==> src/sv/scrm_pkg.sv <==
// Shared request codes, status codes and control types of the slot ring manager.
package scrm_pkg;

    localparam logic [2:0] REQ_PRODUCE = 3'd0;
    localparam logic [2:0] REQ_PROCESS = 3'd1;
    localparam logic [2:0] REQ_CONSUME = 3'd2;
    localparam logic [2:0] REQ_RELEASE = 3'd3;
    localparam logic [2:0] REQ_CLEAR   = 3'd4;

    localparam logic [1:0] STAT_DONE      = 2'd0;
    localparam logic [1:0] STAT_BAD_STATE = 2'd1;
    localparam logic [1:0] STAT_TOO_LONG  = 2'd2;

    localparam int unsigned LEN_W = 16;
    localparam int unsigned IDX_W = 3;

    // Decision of the control stage for one request.
    typedef struct packed {
        logic [1:0] status;
        logic       len_sel;   // Show the stored length on the result.
        logic       chg_sel;   // Show the stored new-picture flag on the result.
        logic       len_we;    // Write the offered length into the fill slot.
        logic       chg_we;    // Write the decoder outcome into the work slot.
    } scrm_ctl_t;

endpackage

==> src/sv/scrm_ram.sv <==
// Generic single-write, single-read RAM with a registered read port.
module scrm_ram #(
    parameter int unsigned WIDTH = 16,
    parameter int unsigned DEPTH = 8
) (
    input  logic                     clk,
    input  logic                     we,
    input  logic [$clog2(DEPTH)-1:0] waddr,
    input  logic [WIDTH-1:0]         wdata,
    input  logic [$clog2(DEPTH)-1:0] raddr,
    output logic [WIDTH-1:0]         rdata
);

    logic [WIDTH-1:0] mem [DEPTH];
    logic [WIDTH-1:0] rdata_reg;

    always_ff @(posedge clk)
    begin
        if (we)
        begin
            mem[waddr] <= wdata;
        end
        rdata_reg <= mem[raddr];
    end

    assign rdata = rdata_reg;

endmodule

==> src/sv/scrm_ctrl.sv <==
// Pointer and occupancy control of the slot ring: decides and applies one request per cycle.
module scrm_ctrl #(
    parameter int unsigned NUM_SLOTS = 8
) (
    input  logic                         clk,
    input  logic                         rst_n,
    input  logic                         req_vld,
    input  logic [2:0]                   req_type,
    input  logic [scrm_pkg::LEN_W-1:0]   frame_len,
    input  logic [scrm_pkg::LEN_W-1:0]   max_frame_len,
    output scrm_pkg::scrm_ctl_t          ctl,
    output logic [$clog2(NUM_SLOTS)-1:0] slot_ptr,
    output logic [$clog2(NUM_SLOTS)-1:0] fill_ptr,
    output logic [$clog2(NUM_SLOTS)-1:0] work_ptr,
    output logic [$clog2(NUM_SLOTS)-1:0] drain_ptr
);

    localparam int unsigned PW = $clog2(NUM_SLOTS);
    localparam int unsigned CW = $clog2(NUM_SLOTS + 1);
    localparam logic [PW-1:0] LAST_SLOT = PW'(NUM_SLOTS - 1);
    localparam logic [CW-1:0] FULL_CNT  = CW'(NUM_SLOTS);

    // The ring is strictly ordered, so slot states follow from two counts:
    // occupied slots start at the drain pointer, processed ones are the
    // first of them, and filled ones start at the work pointer.
    logic [PW-1:0] fill_ptr_reg, fill_ptr_next;
    logic [PW-1:0] work_ptr_reg, work_ptr_next;
    logic [PW-1:0] drain_ptr_reg, drain_ptr_next;
    logic [CW-1:0] occ_cnt_reg, occ_cnt_next;
    logic [CW-1:0] proc_cnt_reg, proc_cnt_next;

    function automatic logic [PW-1:0] adv(input logic [PW-1:0] p);
        logic [PW-1:0] r;
        if (p == LAST_SLOT)
        begin
            r = '0;
        end
        else
        begin
            r = p + PW'(1);
        end
        return r;
    endfunction

    always_comb
    begin
        ctl            = '0;
        ctl.status     = scrm_pkg::STAT_BAD_STATE;
        slot_ptr       = '0;
        fill_ptr_next  = fill_ptr_reg;
        work_ptr_next  = work_ptr_reg;
        drain_ptr_next = drain_ptr_reg;
        occ_cnt_next   = occ_cnt_reg;
        proc_cnt_next  = proc_cnt_reg;
        case (req_type)
            scrm_pkg::REQ_PRODUCE:
            begin
                slot_ptr = fill_ptr_reg;
                if (frame_len > max_frame_len)
                begin
                    ctl.status = scrm_pkg::STAT_TOO_LONG;
                end
                else if (occ_cnt_reg != FULL_CNT)
                begin
                    ctl.status    = scrm_pkg::STAT_DONE;
                    ctl.len_we    = 1'b1;
                    fill_ptr_next = adv(fill_ptr_reg);
                    occ_cnt_next  = occ_cnt_reg + CW'(1);
                end
            end
            scrm_pkg::REQ_PROCESS:
            begin
                slot_ptr = work_ptr_reg;
                if (occ_cnt_reg != proc_cnt_reg)
                begin
                    ctl.status    = scrm_pkg::STAT_DONE;
                    ctl.chg_we    = 1'b1;
                    ctl.len_sel   = 1'b1;
                    work_ptr_next = adv(work_ptr_reg);
                    proc_cnt_next = proc_cnt_reg + CW'(1);
                end
            end
            scrm_pkg::REQ_CONSUME:
            begin
                slot_ptr = drain_ptr_reg;
                if (proc_cnt_reg != '0)
                begin
                    ctl.status  = scrm_pkg::STAT_DONE;
                    ctl.chg_sel = 1'b1;
                end
            end
            scrm_pkg::REQ_RELEASE:
            begin
                slot_ptr = drain_ptr_reg;
                if (proc_cnt_reg != '0)
                begin
                    ctl.status     = scrm_pkg::STAT_DONE;
                    drain_ptr_next = adv(drain_ptr_reg);
                    proc_cnt_next  = proc_cnt_reg - CW'(1);
                    occ_cnt_next   = occ_cnt_reg - CW'(1);
                end
            end
            scrm_pkg::REQ_CLEAR:
            begin
                ctl.status     = scrm_pkg::STAT_DONE;
                fill_ptr_next  = '0;
                work_ptr_next  = '0;
                drain_ptr_next = '0;
                occ_cnt_next   = '0;
                proc_cnt_next  = '0;
            end
            default:
            begin
                ctl.status = scrm_pkg::STAT_BAD_STATE;
            end
        endcase
        if (!req_vld)
        begin
            ctl.len_we     = 1'b0;
            ctl.chg_we     = 1'b0;
            fill_ptr_next  = fill_ptr_reg;
            work_ptr_next  = work_ptr_reg;
            drain_ptr_next = drain_ptr_reg;
            occ_cnt_next   = occ_cnt_reg;
            proc_cnt_next  = proc_cnt_reg;
        end
    end

    always_ff @(posedge clk or negedge rst_n)
    begin
        if (!rst_n)
        begin
            fill_ptr_reg  <= '0;
            work_ptr_reg  <= '0;
            drain_ptr_reg <= '0;
            occ_cnt_reg   <= '0;
            proc_cnt_reg  <= '0;
        end
        else
        begin
            fill_ptr_reg  <= fill_ptr_next;
            work_ptr_reg  <= work_ptr_next;
            drain_ptr_reg <= drain_ptr_next;
            occ_cnt_reg   <= occ_cnt_next;
            proc_cnt_reg  <= proc_cnt_next;
        end
    end

    assign fill_ptr  = fill_ptr_reg;
    assign work_ptr  = work_ptr_reg;
    assign drain_ptr = drain_ptr_reg;

endmodule

==> src/sv/three_stage_slot_ring_manager_unit.sv <==
// Top level of the three-stage slot ring manager.
//
// The block tracks a ring of NUM_SLOTS frame slots that move from free to
// filled (produce), filled to processed (process), and processed back to
// free (release), with a consume request that peeks at the oldest processed
// slot. A request beat is taken at every rising edge where start is high;
// busy is never raised, so one request can be issued in every cycle. Each
// request yields exactly one result beat, marked by done, after the edge
// that accepted it: the request is registered, decided and applied to the
// pointers in the next cycle, and the result is registered at the end of
// that cycle together with the read of the length and flag RAMs.
// The receiver cannot hold results off, so it must take done beats as they
// come. The one-cycle rate is set by the pointer and occupancy update, which
// completes in a single cycle for every request. The max_frame_len register
// resets to 65535 and should only be written while no request is in flight.
module three_stage_slot_ring_manager_unit #(
    parameter int unsigned NUM_SLOTS = 8
) (
    input  logic        clk,
    input  logic        rst_n,
    // Request channel.
    input  logic        start,
    output logic        busy,
    input  logic [2:0]  req_type,
    input  logic [15:0] frame_len,
    input  logic        decode_ok,
    // Configuration write port for max_frame_len.
    input  logic        cfg_wr_en,
    input  logic [15:0] cfg_wr_data,
    // Result channel.
    output logic        done,
    output logic [1:0]  status,
    output logic [2:0]  slot_index,
    output logic [15:0] length_out,
    output logic        frame_changed
);

    localparam int unsigned PW = $clog2(NUM_SLOTS);

    // Configuration register.
    logic [15:0] max_len_reg;

    // Request register stage.
    logic        req_vld_reg;
    logic [2:0]  req_type_reg;
    logic [15:0] frame_len_reg;
    logic        decode_ok_reg;

    // Control decisions.
    scrm_pkg::scrm_ctl_t ctl;
    logic [PW-1:0]       slot_ptr;
    logic [PW-1:0]       fill_ptr;
    logic [PW-1:0]       work_ptr;
    logic [PW-1:0]       drain_ptr;
    logic [PW+2:0]       slot_ext;

    // Result register stage.
    logic        done_reg;
    logic [1:0]  status_reg;
    logic [2:0]  idx_reg;
    logic        len_sel_reg;
    logic        chg_sel_reg;

    // RAM read data, registered inside the RAMs and aligned with the result stage.
    logic [15:0] len_rdata;
    logic [0:0]  chg_rdata;

    // The block takes a request in every cycle.
    assign busy = 1'b0;

    always_ff @(posedge clk or negedge rst_n)
    begin
        if (!rst_n)
        begin
            max_len_reg <= 16'hFFFF;
        end
        else if (cfg_wr_en)
        begin
            max_len_reg <= cfg_wr_data;
        end
    end

    always_ff @(posedge clk or negedge rst_n)
    begin
        if (!rst_n)
        begin
            req_vld_reg <= 1'b0;
        end
        else
        begin
            req_vld_reg <= start && !busy;
        end
    end

    always_ff @(posedge clk)
    begin
        if (start && !busy)
        begin
            req_type_reg  <= req_type;
            frame_len_reg <= frame_len;
            decode_ok_reg <= decode_ok;
        end
    end

    scrm_ctrl #(
        .NUM_SLOTS (NUM_SLOTS)
    ) u_ctrl (
        .clk           (clk),
        .rst_n         (rst_n),
        .req_vld       (req_vld_reg),
        .req_type      (req_type_reg),
        .frame_len     (frame_len_reg),
        .max_frame_len (max_len_reg),
        .ctl           (ctl),
        .slot_ptr      (slot_ptr),
        .fill_ptr      (fill_ptr),
        .work_ptr      (work_ptr),
        .drain_ptr     (drain_ptr)
    );

    // Frame lengths are written at the fill pointer and read at the work
    // pointer; a produce always writes a slot before a process can read it.
    scrm_ram #(
        .WIDTH (16),
        .DEPTH (NUM_SLOTS)
    ) u_len_ram (
        .clk   (clk),
        .we    (ctl.len_we),
        .waddr (fill_ptr),
        .wdata (frame_len_reg),
        .raddr (work_ptr),
        .rdata (len_rdata)
    );

    // New-picture flags are written at the work pointer and read at the
    // drain pointer; a consume only reads a slot that a process has written.
    scrm_ram #(
        .WIDTH (1),
        .DEPTH (NUM_SLOTS)
    ) u_chg_ram (
        .clk   (clk),
        .we    (ctl.chg_we),
        .waddr (work_ptr),
        .wdata (decode_ok_reg),
        .raddr (drain_ptr),
        .rdata (chg_rdata)
    );

    // The reported index keeps the low three bits of the slot pointer.
    assign slot_ext = {3'b000, slot_ptr};

    always_ff @(posedge clk or negedge rst_n)
    begin
        if (!rst_n)
        begin
            done_reg <= 1'b0;
        end
        else
        begin
            done_reg <= req_vld_reg;
        end
    end

    always_ff @(posedge clk)
    begin
        status_reg  <= ctl.status;
        idx_reg     <= slot_ext[2:0];
        len_sel_reg <= ctl.len_sel;
        chg_sel_reg <= ctl.chg_sel;
    end

    assign done          = done_reg;
    assign status        = status_reg;
    assign slot_index    = idx_reg;
    assign length_out    = len_sel_reg ? len_rdata : 16'd0;
    assign frame_changed = chg_sel_reg ? chg_rdata[0] : 1'b0;

endmodule

==> config.mk <==
export PLATFORM = sky130hd
export DESIGN_NAME = three_stage_slot_ring_manager_unit
export DESIGN_NICKNAME = d
export VERILOG_FILES = /design/src/sv/scrm_pkg.sv /design/src/sv/scrm_ram.sv /design/src/sv/scrm_ctrl.sv /design/src/sv/three_stage_slot_ring_manager_unit.sv
export SDC_FILE = /design/constraint.sdc
export NUM_CORES = 1
export LEC_CHECK = 0
export BUFFER_PORTS_ARGS = -buffer_cell sky130_fd_sc_hd__buf_2
export CAP_MARGIN = 20
export CORE_ASPECT_RATIO = 1.1
export CORE_MARGIN = 1.5
export CORE_UTILIZATION = 45
export CTS_CLUSTER_SIZE = 24
export DETAILED_ROUTE_END_ITERATION = 10
export GPL_TIMING_DRIVEN = 0
export PLACE_DENSITY = 0.74
export REMOVE_ABC_BUFFERS = 1
export SYNTH_ARGS = -nofsm -noshare
export SYNTH_HDL_FRONTEND = slang
export SYNTH_SLANG_ARGS = --single-unit
==> constraint.sdc <==
create_clock -name clk -period 4.05 [get_ports clk]
set_input_delay 0.405 -clock clk [delete_from_list [all_inputs] [get_ports clk]]
set_output_delay 0.405 -clock clk [all_outputs]
set_load 0.05 [all_outputs]
==> results of run 1 <==
-- path summary, 6_finish.rpt --
kind / start / to / slack [ps] / depth (start not counted)
max in group asynchronous: rst_n / u_ctrl.fill_ptr[1]$_DFFE_PN0P_ / 3530 / 1
worst min register to register: u_len_ram.mem[6][0]$_DFFE_PP_ / u_len_ram.rdata[0]$_DFF_P_ / 470 / 2
worst max-delay path: frame_len_reg[13]$_DFFE_PP_ / u_len_ram.mem[6][0]$_DFFE_PP_ / 230 / 7
worst min-delay path: rst_n / u_ctrl.drain_ptr[1]$_DFFE_PN0P_ / 3 / 1
worst max register to register: frame_len_reg[13]$_DFFE_PP_ / u_len_ram.mem[6][0]$_DFFE_PP_ / 230 / 7
min in group clk: frame_len[5] / frame_len_reg[5]$_DFFE_PP_ / 80 / 1
-- routing by layer --
layer  share of wire (%)  vias to the layer above  wire [um]  track usage (%)
li1                    -                     2368          -                -
met1                  42                     2561       7486            24.58
met2                  49                      185       8879            30.92
met3                 7.0                       35       1262            2.709
met4                 2.0                        0        359            5.538
met5                   0                        -          0                0
-- synthesized netlist by cell type (all sizes together), types with 16 or more instances --
library cell / number / share of area [%]
dfstp: 16 / 4.9
inv: 24 / 1.1
dfxtp: 24 / 5.6
o21ai: 25 / 1.6
edfxtp: 156 / 55
clkbuf: 20 / 0.88
ha: 26 / 3.8
and2: 18 / 1.3
nand2: 36 / 1.6
dfrtp: 19 / 5.6
a22oi: 65 / 5.9
nand4: 20 / 1.5
-- layout make-up --
class	count	area (um2)	share of cell area, %
repair buffers	66	355.3	3.632
inverters	24	90.09	0.9208
clock buffers	26	554.3	5.666
clock inverters	12	97.59	0.9976
flip-flops and latches	215	6061	61.95
well taps	243	304.0	3.108
multi-input cells	317	2321	23.72
-- report_power, final --
group	leakage, nW	switching, W	internal [W]
Clock	0.313	0.000796	0.00104
Combinational	1.37	0.000674	0.000443
Sequential	2.03	0.000228	0.00261
-- stage by stage --
stage / util [%] / instances / cell area [um2] / total power [W]
final: 52.76 / 903 / 9783 / 0.005791
after global routing: 52.76 / 903 / 9783 / 0.006053
after CTS: 52.76 / 903 / 9783 / 0.005813
after detailed placement: 49.24 / 865 / 9131 / 0.003987
after global placement: 48.87 / 861 / 9061 / 0.003885
after floorplan: - / 556 / 8447 / 0.003568
-- cell families after synthesis --
group	Yosys count
flip-flops	215
AND/OR/NAND/NOR	138
AO/OA/AOI/OAI	134
buffers and inverters	49
adder cells (fa/ha/maj)	28
multiplexers	9
XOR/XNOR	7
other	1
-- worst register-to-register path: stages (launching register included) --
cell and delay (ps):
edfxtp_1 530, ha_1 360, a21oi_1 120, o21ai_0 100, nor4_1 470, nand3_1 370
a21oi_1 540, and3b_1 940
==> run_results.csv, run 1 <==
group,metric,value,unit
outcome,outcome,"finished, final reports clean",
drt,antenna_left,0,
clock_tree,cts_buffer_depth,3,
clock_tree,cts_buffers,21,
placement,place_congestion,0.7742,
clock_tree,post_cts_buffers,0,
pwr,p_leak,3.712,nW
synth,async_flop_share,16.28,%
synth,synth_flop_cell,"edfxtp_1",
synth,synthCells,581,
drt,drt-total-wl,17.99,mm
cells_and_area,final_common_cell,"edfxtp_1",
floorplan,num_rows,52,
drt,drt-pass1-iter-count,5,
pwr,powerDensity,592.0,nW/um2
floorplan,start_util,46.12,%
drt,drc_errors,0,
grt,grt_pass1_vias,5297,
cells_and_area,synthToLayoutAreaGrowth,14.40,%
floorplan,coreArea,18540,um2
cells_and_area,fill_cells,1495,
setup_path,crit_buf_inv,0,
setup_path,critical-path-max-stage-delay,940,ps
clock_tree,holdBufCountCts,0,
grt,overflow,0,
sta,fmax,261.6,MHz
setup_path,crit_slowest_cell,"and3b_1",
sta,finalHoldViolCount,0,
setup_path,cp_cell_sequence,"ha_1 > a21oi_1 > o21ai_0 > nor4_1 > nand3_1 > a21oi_1 > and3b_1",
floorplan,dieArea,19840,um2
synth,synth-compound-area-share,11.29,%
floorplan,io_pins,64,
setup_path,crit_path_start_kind,"register",
synth,seq_area_frac_synth,70.87,%
drt,drt_iter0_drc,488,
grt,antenna_found_initial,0,
setup_path,critical-path-top-delay-family,"simple AND/OR/NAND/NOR gates",
clock_tree,cts_resized,0,
floorplan,die_w,134.4,um
synth,synth.distinct_cells,59,
sta,setup_viol,0,
pwr,irDropWorstVdd,0.3552,mV
sta,post-route-period-util,94.37,%
setup_path,critPathKind,"reg -> reg",
synth,synth.cell_area,8552,um2
drt,vias,5149,
synth,synth-edff-count,156,
clock_tree,clkLatencyLatePin,500,ps
cells_and_area,nets,713,
cells_and_area,regMostFlops,"u_len_ram.mem",
sta,worst_slack,228.0,ps
setup_path,critPathArrivalTime,3930,ps
grt,grt_pass1_wl,28.15,mm
drt,vias_per_cell,5.702,
sta,rsz0062_at_grt,"no",
synth,yosysWarnings,0,
placement,place_ws,227.0,ps
clock_tree,cts_tree,"built",
job,maxCapViolations,0,
sta,worst_pin_slew,1032,ps
clock_tree,clk_transition_reported_paths,60,ps
grt,grt_max_degree,36,
synth,synthMuxAreaShare,1.390,%
cells_and_area,antenna_cells,0,
synth,ys_ff_latch,215,
synth,synth_top_family_by_area,"compound AO/OA/AOI/OAI gates",
setup_path,cp_max_fo,16,
placement,port_buffers,62,
sta,slew_headroom,31.17,%
setup_path,cp_data_required_time,4160,ps
sta,whs,2.779,ps
cells_and_area,final_cell_mix,"156 x edfxtp_1, 64 x a22oi_1, 62 x buf_2, 36 x nand2_1, 26 x ha_1",
synth,synthAdderAreaFrac,4.272,%
placement,place_hpwl,11.36,mm
clock_tree,h-tree-depth,1,
setup_path,cp-end-kind,"register",
setup_path,crit_top_cell,"a21oi_1",
cells_and_area,largest_reg_flops,128,
sta,slew_viol_final,0,
drt,post_drt_wl_per_cell,19.92,um
sta,final.min_clock_period,3822,ps
sta,clock_skew,16.10,ps
cells_and_area,drive_gt1_share,20.76,%
grt,grt_usage,18.29,%
clock_tree,numClockSinks,215,
synth,avgSynthCellArea,14.72,um2
floorplan,die_h,147.6,um
min_path,hp-class,"in -> async",
synth,synthSimpleGateAreaFrac,9.129,%
clock_tree,cts_root_buf,"clkbuf_16",
sta,final.setup.tns,0,ps
synth,synth_xor_area_share,0.7169,%
Power figures use the tool's default switching activity.
==> run 2: changes to the inputs <==
--- a/config.mk
+++ b/config.mk
@@ -5,11 +5,13 @@
 export SDC_FILE = /design/constraint.sdc
 export NUM_CORES = 1
 export LEC_CHECK = 0
+export ABC_AREA = 0
 export BUFFER_PORTS_ARGS = -buffer_cell sky130_fd_sc_hd__buf_2
 export CAP_MARGIN = 20
 export CORE_ASPECT_RATIO = 1.1
 export CORE_MARGIN = 1.5
 export CORE_UTILIZATION = 45
+export CTS_BUF_LIST = sky130_fd_sc_hd__clkbuf_4 sky130_fd_sc_hd__clkbuf_8
 export CTS_CLUSTER_SIZE = 24
 export DETAILED_ROUTE_END_ITERATION = 10
 export GPL_TIMING_DRIVEN = 0
@@ -18,3 +20,4 @@
 export SYNTH_ARGS = -nofsm -noshare
 export SYNTH_HDL_FRONTEND = slang
 export SYNTH_SLANG_ARGS = --single-unit
+export TNS_END_PERCENT = 20
==> run 2 against run 1 <==
Compared with the run above: clock-buffer cell count increased by 21; clock skew decreased by 8.4 ps; sequential share of layout area decreased by 0.15 points; core utilization increased by 0.13 points; critical path type unchanged; critical endpoint is now u_len_ram.mem[6][10]$_DFFE_PP_; largest cell class unchanged.
==> run_results.csv, run 2 (synthesized netlist as in run 1, its figures left out) <==
group,metric,value,unit
outcome,outcome,"finished, final reports clean",
grt,grt_pass1_wl,27.99,mm
pwr,p_switching,0.001669,W
grt,grt_pass1_vias,5323,
clock_tree,cts_resized,0,
setup_path,rr_startpoint,"max_len_reg[13]$_DFFE_PN1P_",
setup_path,critPathKind,"reg -> reg",
pwr,p_sw_share,29.89,%
cells_and_area,drive_gt1_share,22.71,%
setup_path,rrSetupSlack,270,ps
drt,drt_iter0_drc,410,
setup_path,critical-path-max-stage-delay,940,ps
setup_path,crit_start,"max_len_reg[13]$_DFFE_PN1P_",
clock_tree,numClockSinks,215,
clock_tree,clkLatencyLatePin,560,ps
setup_path,cp.depth,8,
drt,drc_errors,0,
drt,antenna_left,0,
setup_path,timing.rr.end,"u_len_ram.mem[6][10]$_DFFE_PP_",
setup_path,cp-end-kind,"register",
clock_tree,cts_tree,"built",
floorplan,io_pins,64,
setup_path,crit_top_cell,"a21oi_1",
cells_and_area,largest_reg_flops,128,
setup_path,crit_path_start_kind,"register",
setup_path,crit_buf_inv,1,
sta,rsz0062_at_grt,"no",
cells_and_area,antenna_cells,0,
sta,worst_pin_slew,1030,ps
job,maxCapViolations,0,
sta,slew_viol_final,0,
setup_path,cp_data_required_time,4220,ps
sta,final.min_clock_period,3776,ps
sta,finalHoldViolCount,0,
sta,clock_skew,7.725,ps
grt,use_met3,3.258,%
setup_path,critPathArrivalTime,3950,ps
floorplan,dieArea,19840,um2
clock_tree,cts_buffers,31,
floorplan,num_rows,52,
cells_and_area,synthToLayoutAreaGrowth,14.67,%
clock_tree,holdBufCountCts,4,
pwr,seqPwrFrac,50.7,%
grt,grt_usage,18.15,%
setup_path,cp_cell_sequence,"inv_1 > ha_1 > a21oi_1 > o21ai_0 > nor4_1 > nand3_1 > a21oi_1 > and3b_1",
floorplan,die_w,134.4,um
grt,antenna_found_initial,0,
floorplan,coreArea,18540,um2
grt,overflow,0,
pwr,p_leak,3.756,nW
clock_tree,h-tree-depth,1,
pwr,power,0.005586,W
clock_tree,cts_buffer_depth,3,
setup_path,endpoint,"u_len_ram.mem[6][10]$_DFFE_PP_",
pwr,powerDensity,569.6,nW/um2
cells_and_area,regMostFlops,"u_len_ram.mem",
drt,vias,5193,
cells_and_area,final_cell_mix,"156 x edfxtp_1, 64 x a22oi_1, 62 x buf_2, 36 x nand2_1, 31 x clkbuf_8",
drt,drt-pass1-iter-count,7,
cells_and_area,nets,731,
setup_path,critical-path-top-delay-family,"simple AND/OR/NAND/NOR gates",
placement,place_hpwl,11.36,mm
clock_tree,post_cts_buffers,0,
sta,slew_headroom,31.34,%
sta,final.setup.tns,0,ps
grt,use_met2,31.13,%
floorplan,die_h,147.6,um
grt,grt_max_degree,36,
drt,vias_per_cell,5.584,
placement,place_congestion,0.7742,
pwr,irDropWorstVdd,0.2781,mV
pwr,combPwrFrac,20.0,%
sta,post-route-period-util,93.24,%
drt,post_drt_wl_per_cell,19.19,um
placement,port_buffers,62,
setup_path,crit_slowest_cell,"and3b_1",
sta,setup_viol,0,
min_path,hp-class,"in -> reg",
drt,drt-total-wl,17.85,mm
clock_tree,cts_root_buf,"clkbuf_8",
cells_and_area,final_common_cell,"edfxtp_1",
grt,busiest_layer,"met2",
setup_path,cp_max_fo,16,
pwr,clockPowerShare,29.3,%
grt,grtUsageMet1,24.01,%
setup_path,rr_worst_depth,8,
floorplan,start_util,46.12,%
sta,fmax,264.8,MHz
clock_tree,clk_transition_reported_paths,60,ps
pwr,p_int,0.003917,W
==> run 2: cell count changes in the layout (fill, tap and decap cells not counted), sizes merged <==
cell	delta
clkbuf	+21
clkinvlp	-3
clkinv	+3
dlygate4sd3	+8
inv	-1
bufinv	-1
==> run 2: area by class of cell <==
type,count,area [um2]
tap,243,304.0
timing repair buffer,74,435.4
multi-input combinational,317,2321
clock buffer,47,546.8
inverter,24,90.09
fill,1508,8736
sequential,215,6061
clock inverter,10,48.80
==> run 2: metrics by stage <==
step	std cells	util (%)	setup slack (ps)	cell area, um2	hold WS, ps
detailed placement	865	49.24	227.0	9131	465.7
CTS	926	52.67	214.6	9767	0.8697
global placement	861	48.87	290.6	9061	459.0
finish	930	52.89	273.7	9807	23.03
floorplan	556	-	1235	8447	109.4
global route	930	52.89	10.83	9807	0.9017
==> run 2: how the worst min path moves through the flow <==
stage	startpoint	end	slack (ps)	cells after the start
CTS	frame_len[3]	frame_len_reg[3]$_DFFE_PP_	0.9	1
global route	frame_len[3]	frame_len_reg[3]$_DFFE_PP_	0.9	1
finish	frame_len[3]	frame_len_reg[3]$_DFFE_PP_	20	1
floorplan	rst_n	done$_DFF_PN0_	110	0
global placement	u_len_ram.mem[0][13]$_DFFE_PP_	u_len_ram.rdata[13]$_DFF_P_	460	2
detailed placement	u_len_ram.mem[6][11]$_DFFE_PP_	u_len_ram.rdata[11]$_DFF_P_	470	2
==> run 2: routing by layer <==
metal  share of wire, %  routed length (um)
met2                 50                8863
met1                 42                7566
met5                  0                   0
met3                6.8                1209
met4                1.2                 211
==> run 2: power by group through the flow <==
stage | combinational [W] | clock, W | sequential [W]
detailed placement | 0.00111 | 0 | 0.00288
floorplan | 0.000732 | 0 | 0.00284
CTS | 0.00112 | 0.00167 | 0.00283
global placement | 0.00103 | 0 | 0.00285
finish | 0.00112 | 0.00164 | 0.00283
global route | 0.00124 | 0.00176 | 0.00287
